--- config.mk ---
export PLATFORM = sky130hd
export DESIGN_NAME = double_ended_queue
export DESIGN_NICKNAME = d
export VERILOG_FILES = /design/src/hdl/dq_pkg.sv /design/src/hdl/dq_ram.sv /design/src/hdl/double_ended_queue.sv
export SDC_FILE = /design/constraint.sdc
export NUM_CORES = 1
export LEC_CHECK = 0
export BUFFER_PORTS_ARGS = -buffer_cell sky130_fd_sc_hd__buf_2
export CAP_MARGIN = 30
export CELL_PAD_IN_SITES_DETAIL_PLACEMENT = 0
export CELL_PAD_IN_SITES_GLOBAL_PLACEMENT = 1
export CORE_MARGIN = 2
export CORE_UTILIZATION = 56
export DETAILED_ROUTE_END_ITERATION = 16
export GPL_TIMING_DRIVEN = 0
export PLACE_DENSITY = 0.91
export SYNTH_ARGS = -nofsm -noshare
export SYNTH_HDL_FRONTEND = slang
export SYNTH_SLANG_ARGS = --single-unit
--- constraint.sdc ---
create_clock -name clk_i -period 10 [get_ports clk_i]
set_clock_uncertainty 0.1 [all_clocks]
set_input_delay 2 -clock clk_i [delete_from_list [all_inputs] [get_ports clk_i]]
set_output_delay 2 -clock clk_i [all_outputs]
set_load 0.01 [all_outputs]
--- src/hdl/dq_pkg.sv ---
`timescale 1ns / 1ps

package dq_pkg;

  localparam int DEPTH  = 16;
  localparam int WORD_W = 32;
  localparam int IDX_W  = (DEPTH > 1) ? $clog2(DEPTH) : 1;
  localparam int CNT_W  = $clog2(DEPTH + 1);
  localparam int SUM_W  = IDX_W + 1;

  typedef enum logic [2:0] {
    OP_PUSH_FRONT = 3'd0,
    OP_PUSH_REAR  = 3'd1,
    OP_POP_FRONT  = 3'd2,
    OP_POP_REAR   = 3'd3,
    OP_PEEK       = 3'd4
  } op_e;

  typedef enum logic [1:0] {
    ERR_OK    = 2'd0,
    ERR_FULL  = 2'd1,
    ERR_EMPTY = 2'd2
  } err_e;

  typedef enum logic {
    S_IDLE = 1'b0,
    S_RESP = 1'b1
  } state_e;

  // Adds an offset below DEPTH to a slot index and wraps around the ring.
  function automatic logic [IDX_W-1:0] ring_add(input logic [IDX_W-1:0] base,
                                                input logic [IDX_W-1:0] off);
    logic [SUM_W-1:0] sum;
    sum = {1'b0, base} + {1'b0, off};
    if (sum >= SUM_W'(DEPTH)) begin
      sum = sum - SUM_W'(DEPTH);
    end
    return sum[IDX_W-1:0];
  endfunction

endpackage

--- src/hdl/dq_ram.sv ---
`timescale 1ns / 1ps

module dq_ram #(
  parameter int Depth = 16,
  parameter int Width = 32
) (
  input  logic                     clk_i,
  input  logic                     we_i,
  input  logic [$clog2(Depth)-1:0] waddr_i,
  input  logic [Width-1:0]         wdata_i,
  input  logic                     re_i,
  input  logic [$clog2(Depth)-1:0] raddr_i,
  output logic [Width-1:0]         rdata_o
);

  logic [Width-1:0] mem [Depth];

  always_ff @(posedge clk_i) begin
    if (we_i) begin
      mem[waddr_i] <= wdata_i;
    end
  end

  always_ff @(posedge clk_i) begin
    if (re_i) begin
      rdata_o <= mem[raddr_i];
    end
  end

endmodule

--- src/hdl/double_ended_queue.sv ---
`timescale 1ns / 1ps
// The result word appears in the cycle after the request is taken, for one cycle.
// A new request is not taken while busy_o is high; busy_o is high during the result cycle,
// which is when the ring memory returns the word that becomes the new end.
// Front and rear words are kept in registers, so only a pop touches the memory read port.
// Reset (rst_ni low, asynchronous) empties the queue; the memory contents are not cleared.
// The result strobe cannot be stalled by the receiver.

module double_ended_queue
  import dq_pkg::*;
(
  input  logic                     clk_i,
  input  logic                     rst_ni,
  input  logic                     start_i,
  output logic                     busy_o,
  input  logic [2:0]               operation_i,
  input  logic signed [WORD_W-1:0] value_i,
  output logic                     done_o,
  output logic signed [WORD_W-1:0] front_value_o,
  output logic signed [WORD_W-1:0] rear_value_o,
  output logic                     is_empty_o,
  output logic                     is_full_o,
  output logic [CNT_W-1:0]         occupancy_o,
  output logic [1:0]               error_code_o
);

  state_e             state_q, state_d;
  logic [IDX_W-1:0]   head_q, head_d;
  logic [CNT_W-1:0]   count_q, count_d;
  logic [WORD_W-1:0]  front_q, front_d;
  logic [WORD_W-1:0]  rear_q, rear_d;
  err_e               err_q, err_d;
  logic               ld_front_q, ld_front_d;
  logic               ld_rear_q, ld_rear_d;

  logic               accept;
  logic               mem_we, mem_re;
  logic [IDX_W-1:0]   mem_waddr, mem_raddr;
  logic [WORD_W-1:0]  mem_rdata;
  logic [CNT_W-1:0]   count_m2;
  logic [WORD_W-1:0]  front_now, rear_now;

  assign accept   = start_i && (state_q == S_IDLE);
  assign count_m2 = count_q - CNT_W'(2);

  dq_ram #(
    .Depth (DEPTH),
    .Width (WORD_W)
  ) u_ram (
    .clk_i   (clk_i),
    .we_i    (mem_we),
    .waddr_i (mem_waddr),
    .wdata_i (value_i),
    .re_i    (mem_re),
    .raddr_i (mem_raddr),
    .rdata_o (mem_rdata)
  );

  // During the result cycle an end that moved inward takes the word just read.
  assign front_now = ld_front_q ? mem_rdata : front_q;
  assign rear_now  = ld_rear_q ? mem_rdata : rear_q;

  always_comb begin
    state_d    = state_q;
    head_d     = head_q;
    count_d    = count_q;
    front_d    = front_q;
    rear_d     = rear_q;
    err_d      = err_q;
    ld_front_d = ld_front_q;
    ld_rear_d  = ld_rear_q;
    mem_we     = 1'b0;
    mem_waddr  = head_q;
    mem_re     = 1'b0;
    mem_raddr  = head_q;

    case (state_q)
      S_IDLE: begin
        if (accept) begin
          state_d    = S_RESP;
          err_d      = ERR_OK;
          ld_front_d = 1'b0;
          ld_rear_d  = 1'b0;
          case (operation_i)
            OP_PUSH_FRONT: begin
              if (count_q == CNT_W'(DEPTH)) begin
                err_d = ERR_FULL;
              end else begin
                head_d    = ring_add(head_q, IDX_W'(DEPTH - 1));
                mem_we    = 1'b1;
                mem_waddr = head_d;
                count_d   = count_q + CNT_W'(1);
                front_d   = value_i;
                if (count_q == '0) begin
                  rear_d = value_i;
                end
              end
            end
            OP_PUSH_REAR: begin
              if (count_q == CNT_W'(DEPTH)) begin
                err_d = ERR_FULL;
              end else begin
                mem_we    = 1'b1;
                mem_waddr = ring_add(head_q, count_q[IDX_W-1:0]);
                count_d   = count_q + CNT_W'(1);
                rear_d    = value_i;
                if (count_q == '0) begin
                  front_d = value_i;
                end
              end
            end
            OP_POP_FRONT: begin
              if (count_q == '0) begin
                err_d = ERR_EMPTY;
              end else begin
                head_d  = ring_add(head_q, IDX_W'(1));
                count_d = count_q - CNT_W'(1);
                if (count_q > CNT_W'(1)) begin
                  mem_re     = 1'b1;
                  mem_raddr  = head_d;
                  ld_front_d = 1'b1;
                end
              end
            end
            OP_POP_REAR: begin
              if (count_q == '0) begin
                err_d = ERR_EMPTY;
              end else begin
                count_d = count_q - CNT_W'(1);
                if (count_q > CNT_W'(1)) begin
                  mem_re    = 1'b1;
                  mem_raddr = ring_add(head_q, count_m2[IDX_W-1:0]);
                  ld_rear_d = 1'b1;
                end
              end
            end
            default: begin
              // Peek and unused codes leave the queue as it is.
            end
          endcase
        end
      end
      S_RESP: begin
        state_d    = S_IDLE;
        front_d    = front_now;
        rear_d     = rear_now;
        ld_front_d = 1'b0;
        ld_rear_d  = 1'b0;
      end
      default: begin
        state_d = S_IDLE;
      end
    endcase
  end

  always_ff @(posedge clk_i or negedge rst_ni) begin
    if (!rst_ni) begin
      state_q    <= S_IDLE;
      head_q     <= '0;
      count_q    <= '0;
      err_q      <= ERR_OK;
      ld_front_q <= 1'b0;
      ld_rear_q  <= 1'b0;
    end else begin
      state_q    <= state_d;
      head_q     <= head_d;
      count_q    <= count_d;
      err_q      <= err_d;
      ld_front_q <= ld_front_d;
      ld_rear_q  <= ld_rear_d;
    end
  end

  always_ff @(posedge clk_i) begin
    front_q <= front_d;
    rear_q  <= rear_d;
  end

  assign busy_o        = (state_q == S_RESP);
  assign done_o        = (state_q == S_RESP);
  assign front_value_o = (count_q == '0) ? '0 : front_now;
  assign rear_value_o  = (count_q == '0) ? '0 : rear_now;
  assign is_empty_o    = (count_q == '0);
  assign is_full_o     = (count_q == CNT_W'(DEPTH));
  assign occupancy_o   = count_q;
  assign error_code_o  = err_q;

  a_done_after_accept: assert property (@(posedge clk_i) disable iff (!rst_ni)
    done_o |-> $past(start_i && !busy_o))
    else $error("result strobe without a preceding request");

  a_count_bound: assert property (@(posedge clk_i) disable iff (!rst_ni)
    count_q <= CNT_W'(DEPTH))
    else $error("word count beyond depth");

  a_refused_no_change: assert property (@(posedge clk_i) disable iff (!rst_ni)
    (done_o && error_code_o != ERR_OK) |-> (count_q == $past(count_q) &&
                                            head_q == $past(head_q)))
    else $error("refused request changed the queue");

  a_empty_zero: assert property (@(posedge clk_i) disable iff (!rst_ni)
    (done_o && is_empty_o) |-> (front_value_o == '0 && rear_value_o == '0))
    else $error("empty queue reports nonzero end words");

  a_load_only_nonempty: assert property (@(posedge clk_i) disable iff (!rst_ni)
    (ld_front_q || ld_rear_q) |-> (done_o && count_q != '0 && !(ld_front_q && ld_rear_q)))
    else $error("memory word taken into an end register outside a valid pop");

endmodule

After elaboration in Yosys (flattened, before gate mapping)
Memories as Yosys holds them, arrays and structs flattened. A register that Yosys moved wholly into a read port is not among the register bits.
Index checks and enable logic that the tools add are counted.
- register bits after elaboration: 78
- bits in latches: 0
- RAM bits: 512
- bits in read-only memories: 0
- output and inout bits: 75
- logic and storage cells: 107
- memories: 1
- add/sub/neg operators: 11
- multipliers: 0
- div/mod/pow operators: 0
- order comparisons: 5
- equality and inequality tests: 13
- shift-type cells: 0
- mux-type cells: 56
- bitwise gates (word level): 1
- reduce and logical (&&, ||, !) cells: 12
- memory list (memory ; depth ; bits a word ; rd ports ; clocked after Yosys merged registers in ; write ports ; RTL line ; RTL):
    u_ram.mem ; 16 ; 32 ; 1 ; 1 ; 1 ; dq_ram.sv:16 ; logic [Width-1:0] mem [Depth];
- operators by type and width (cell ; count):
    $mux 32 ; 9
    $pmux 32 s2 ; 4
    $mux 4 ; 15
    $pmux 4 s2 ; 3
    $ge 5x5->1 const B ; 4
    $mux 1 ; 17
    $sub 4x1->4 const B ; 4
    $reduce_and 5->1 ; 3
    $ne 3x3->1 const B ; 4
    $add 4x4->5 ; 2
    $mux 5 ; 2
    $pmux 5 s2 ; 1
    $ne 2x2->1 const B ; 4
    $eq 3x2->1 const B ; 2
    $pmux 1 s2 ; 3
    $add 4x1->5 const B ; 1
    $add 4x4->5 const B ; 1
    $add 5x1->5 const B ; 1
    $eq 5x5->1 const B ; 1
    $gt 5x1->1 const B ; 1
    $logic_not 5->1 ; 1
    $sub 5x1->5 const B ; 1
    $pmux 2 s2 ; 1
    $reduce_and 4->1 ; 1
    10 further kinds ; 12

Longest topological paths before layout
- depth in word-level cells: 9
- mapped depth: 12

By module
A second synthesis with hierarchy kept.
- cells, all modules: 1312
- area, all modules: 24876.4 sq um
- by module, submodules not included (module ; instances ; cells each ; area each (sq um) ; seq. area each (sq um)):
    dq_ram ; 1 ; 838 ; 20155.6 ; 16335.7
    double_ended_queue ; 1 ; 474 ; 4720.8 ; 2272.2

Worst setup path after synthesis
No wires, ideal clock.
- path type: input -> register
- start: input port start_i
- end: memory u_ram.mem[10][0] (enable)
- setup time: 0.468 ns
- arrival: 5.641 ns
- path slack: 3.791 ns
- cell stages on the path: 9
- buffers on the path: 2
- cell sequence: nand2b_4 nor3_2 and2_1 buf_2 nand3_1 o21a_1 o221ai_1 buf_2 nor3b_1
- cells in the longest elaborated chain, start to end: 5
- elaborated cells on any way between the ends: 7
- ends and longest elaborated chain (item ; RTL line ; RTL):
    start: declaration ; double_ended_queue.sv:14 ; input logic start_i,
    $logic_and 1x1->1 * ; double_ended_queue.sv:43 ; assign accept = start_i && (state_q == S_IDLE);
    $mux 1 ; double_ended_queue.sv:79 ; if (accept) begin
    $mux 1 ; double_ended_queue.sv:77 ; case (state_q)
    $mux 1 ; dq_ram.sv:19 ; if (we_i) begin
    $mux 1 (implied by the code) ; dq_ram.sv:20 ; mem[waddr_i] <= wdata_i;
    end: declaration ; dq_ram.sv:16 ;
Every way passes the cells marked *; elsewhere a longest branch is shown, timed or not.

Worst setup path after layout
- start: register count_q[1], in the netlist occupancy_o[1]
- end: output port front_value_o[29]
- cells in the longest elaborated chain, start to end: 2
- ends and longest elaborated chain (item ; RTL line ; RTL):
    start: declaration ; double_ended_queue.sv:29 ; logic [CNT_W-1:0] count_q, count_d;
    start signal: assignment ; double_ended_queue.sv:167 ; count_q <= count_d;
    $logic_not 5->1 ; double_ended_queue.sv:181 ; assign front_value_o = (count_q == '0) ? '0 : front_now;
    $mux 32 ; double_ended_queue.sv:181 ;
    end: declaration ; double_ended_queue.sv:19 ; output logic signed [WORD_W-1:0] front_value_o,
No other way between the ends.

==> metrics.txt <==
Distinct cells, synth 46; initial DRC count 2149; gr usage total 28.1%; final wirelength 66700 µm; Die W 218 µm; initial antenna violation count 1; drt drc 0; TritonCTS Buffers 59; Power, Total 7.90 mW; proportion of layout cells with a drive suffix above 1 16.9%; Fmax 163 MHz; global-route wire length before repair 98200 µm; CTS tree yes; Mapped Avg Cell Area 15.1 µm²; pwr dens 267 nW/µm²; CTS clock-pin slew for the worst setup and hold paths 0.06 ns; Worst EP required 7.90 ns; Max-slew headroom 28.9%; top cell type's share of synthesized area 71.2%; Root Buffer clkbuf_16; cell taking the most area after synthesis edfxtp_1; r2r worst-path depth 12; Die ar. 47500 µm²; final hold vios 0; Filler cells 3139; drt pass-1 iters 7; Seq/Total Area, Yosys 72.6%; Hold Path Class reg -> reg; top cells by area, synth edfxtp_1 71%, mux2i_1 7.5%, a22o_1 4.5%, a21oi_1 3.9%, nand2_1 2.2%; antenna viol nets, final 0; fin crit period 6.15 ns; fin crit share 61.5%; max cap viols 0; Util after Layout 65.3%; Worst Setup End Kind primary output; worst r2r dst u_ram.mem[10][29]; register bit total from synthesis 622; crit-path max cell delay 0.77 ns; PortBufs 112; Cells after Synth 1701; via count 16141; Hold Path Origin error_code_o[1]; syn_nets 1755; Core ar. 45300 µm²; GP Congestion 0.850; WP data arrival 4.05 ns; Die Y 218 µm; # hold bufs at CTS 0; Synth Warn # 0; final setup fails 0; Setup Fix Bufs, Post-CTS 0; crit path capture front_value_o[29]; LEAKAGE 9.94 nW; Area Growth Syn to Fin 15.3%; Mapped Area 25600 µm²; grt total ovfl 0; CP cell instances inv_1 > ha_1 > nand2_1 > nor2_1 > clkbuf_1 > buf_1 > nor2_1 > buf_2; vias per cell 6.26; Worst R2R Setup Slack 5.74 ns; # clock sinks 622; CTS max path bufs 3; Post-synth EDFFs 608; dpl hpwl 45800 µm; setup TNS 0 ns; cells resized by post-CTS repair 0; CP Launch Point occupancy_o[1]; register area 18600 µm²; Post-synth ARST share 2.25%; row cnt 78; Slowest-stage cell, CP buf_1; CP max FO 10; # IOs 113; startpoint types flop; RSZ-0062 raised after global routing false; slew at the pin closest to its max-slew limit 1.07 ns; Initial Utilization 56.6%; WS Path Type reg -> out; CP dominant cell by count nor2_1; Max VDD drop 0.148 mV; largest net degree at the start of global routing 25; Multi-input gate area 6550 µm²; Clock Latency Late Sink 0.64 ns; Slew Limit Fails 0; status complete, no violations; number of global-route vias before repair 15959; Reg-to-Reg Start occupancy_o[1]; Post-layout nets 1982; Main synth FF type edfxtp_1; H-tree levels 2; DR WL/cell 25.9 µm
## synth_stat cells (2+ instances only)
master	n
edfxtp_1	608
a21oi_1	200
mux2i_1	192
nand2_1	148
a22o_1	132
nor2_1	105
buf_2	53
clkbuf_1	49
o221ai_1	33
o22a_1	32
dfrtp_1	14
ha_1	14
xnor2_1	13
nand3_1	12
buf_4	11
inv_1	10
nor3_1	10
nor3b_1	8
buf_1	6
o21ai_0	6
nor2b_1	4
xor2_1	4
o21a_1	3
o21ai_1	3
o21bai_1	3
a21o_1	2
a22oi_1	2
a31oi_1	2
and2_1	2
fa_1	2
nand2b_1	2
nand4_1	2
## cell families (layout without fill, tap and decap cells)
group           after synthesis  count (layout)  share of synthesized area [%]
flops                       622             622                           72.6
buf+inv                     129             402                           2.31
xor+xnor                     17              17                          0.581
fa+ha+maj                    16              16                          0.839
other cells                   0               3                              0
simple gates                299             299                           4.81
compound gates              426             426                           11.4
mux                         192             192                           7.49
## sequential cells by signal, summed over array words and instances (netlist names), 2 cells and up
signal	flops
u_ram.mem	512
front_q	32
u_ram.rdata_o	32
head_q	4
rear_q	32
occupancy_o	5
error_code_o	2
## worst min-delay path by stage
stage,to,slack (ns),cells past startpoint
floorplan,error_code_o[0],0.44,1
global placement,error_code_o[1],0.41,1
detailed placement,error_code_o[1],0.40,1
CTS,error_code_o[1],0.41,1
global route,error_code_o[1],0.44,1
finish,error_code_o[1],0.41,1
## area by class of cell
type / instances / area share (%)
Antenna cell: 3 / 0.0254
Clock buffer: 78 / 5.37
Clock inverter: 29 / 0.842
Inverter: 10 / 0.127
Sequential cell: 622 / 62.9
Timing Repair Buffer: 166 / 4.16
Tap cell: 600 / 2.54
Multi-Input combinational cell: 950 / 22.1
Buffer: 119 / 1.87
## critical path, delay by kind of cell (launching register included)
| family | cells | cell delay, ns |
|---|---|---|
| buffers and inverters | 4 | 1.90 |
| AND/OR/NAND/NOR | 3 | 0.78 |
| flip-flops | 1 | 0.51 |
| adder cells (fa/ha/maj) | 1 | 0.23 |
## report_power, final
| part | internal, mW | switching [mW] |
|---|---|---|
| Clock | 1.21 | 0.931 |
| Combinational | 0.995 | 1.69 |
| Sequential | 3.01 | 0.0521 |
## layout by cell type (no fill, tap or decap), drive strengths merged, types with 4 or more instances in the layout
| cell | netlist | routed |
|---|---|---|
| nand2 | 148 | 148 |
| xnor2 | 13 | 13 |
| xor2 | 4 | 4 |
| o221ai | 33 | 33 |
| nor2b | 4 | 4 |
| edfxtp | 608 | 608 |
| dfrtp | 14 | 14 |
| bufinv | 0 | 4 |
| ha | 14 | 14 |
| nor3 | 11 | 11 |
| nand3 | 12 | 12 |
| nor3b | 8 | 8 |
| buf | 70 | 236 |
| clkbuf | 49 | 127 |
| a22o | 132 | 132 |
| nor2 | 106 | 106 |
| clkinv | 0 | 22 |
| inv | 10 | 11 |
| mux2i | 192 | 192 |
| a21oi | 201 | 201 |
| o21ai | 9 | 9 |
| o22a | 32 | 32 |
## metrics by stage
stage               instances  cell area [µm²]  hold slack, ns  worst slack, ns
CTS                      2574            29600           0.413             3.87
detailed placement       2467            27700           0.400             4.53
finish                   2577            29600           0.410             3.85
global placement         2413            27000           0.405            0.994
global route             2575            29600           0.440             3.70
floorplan                1701            25600           0.444             3.79
## per-layer routing
layer	share of wire (%)	track usage (%)
met2	48	46.0
met4	3.1	9.98
met1	38	37.7
met5	0	0
met3	10	5.80
No activity file was read; power rests on OpenSTA's default activity.
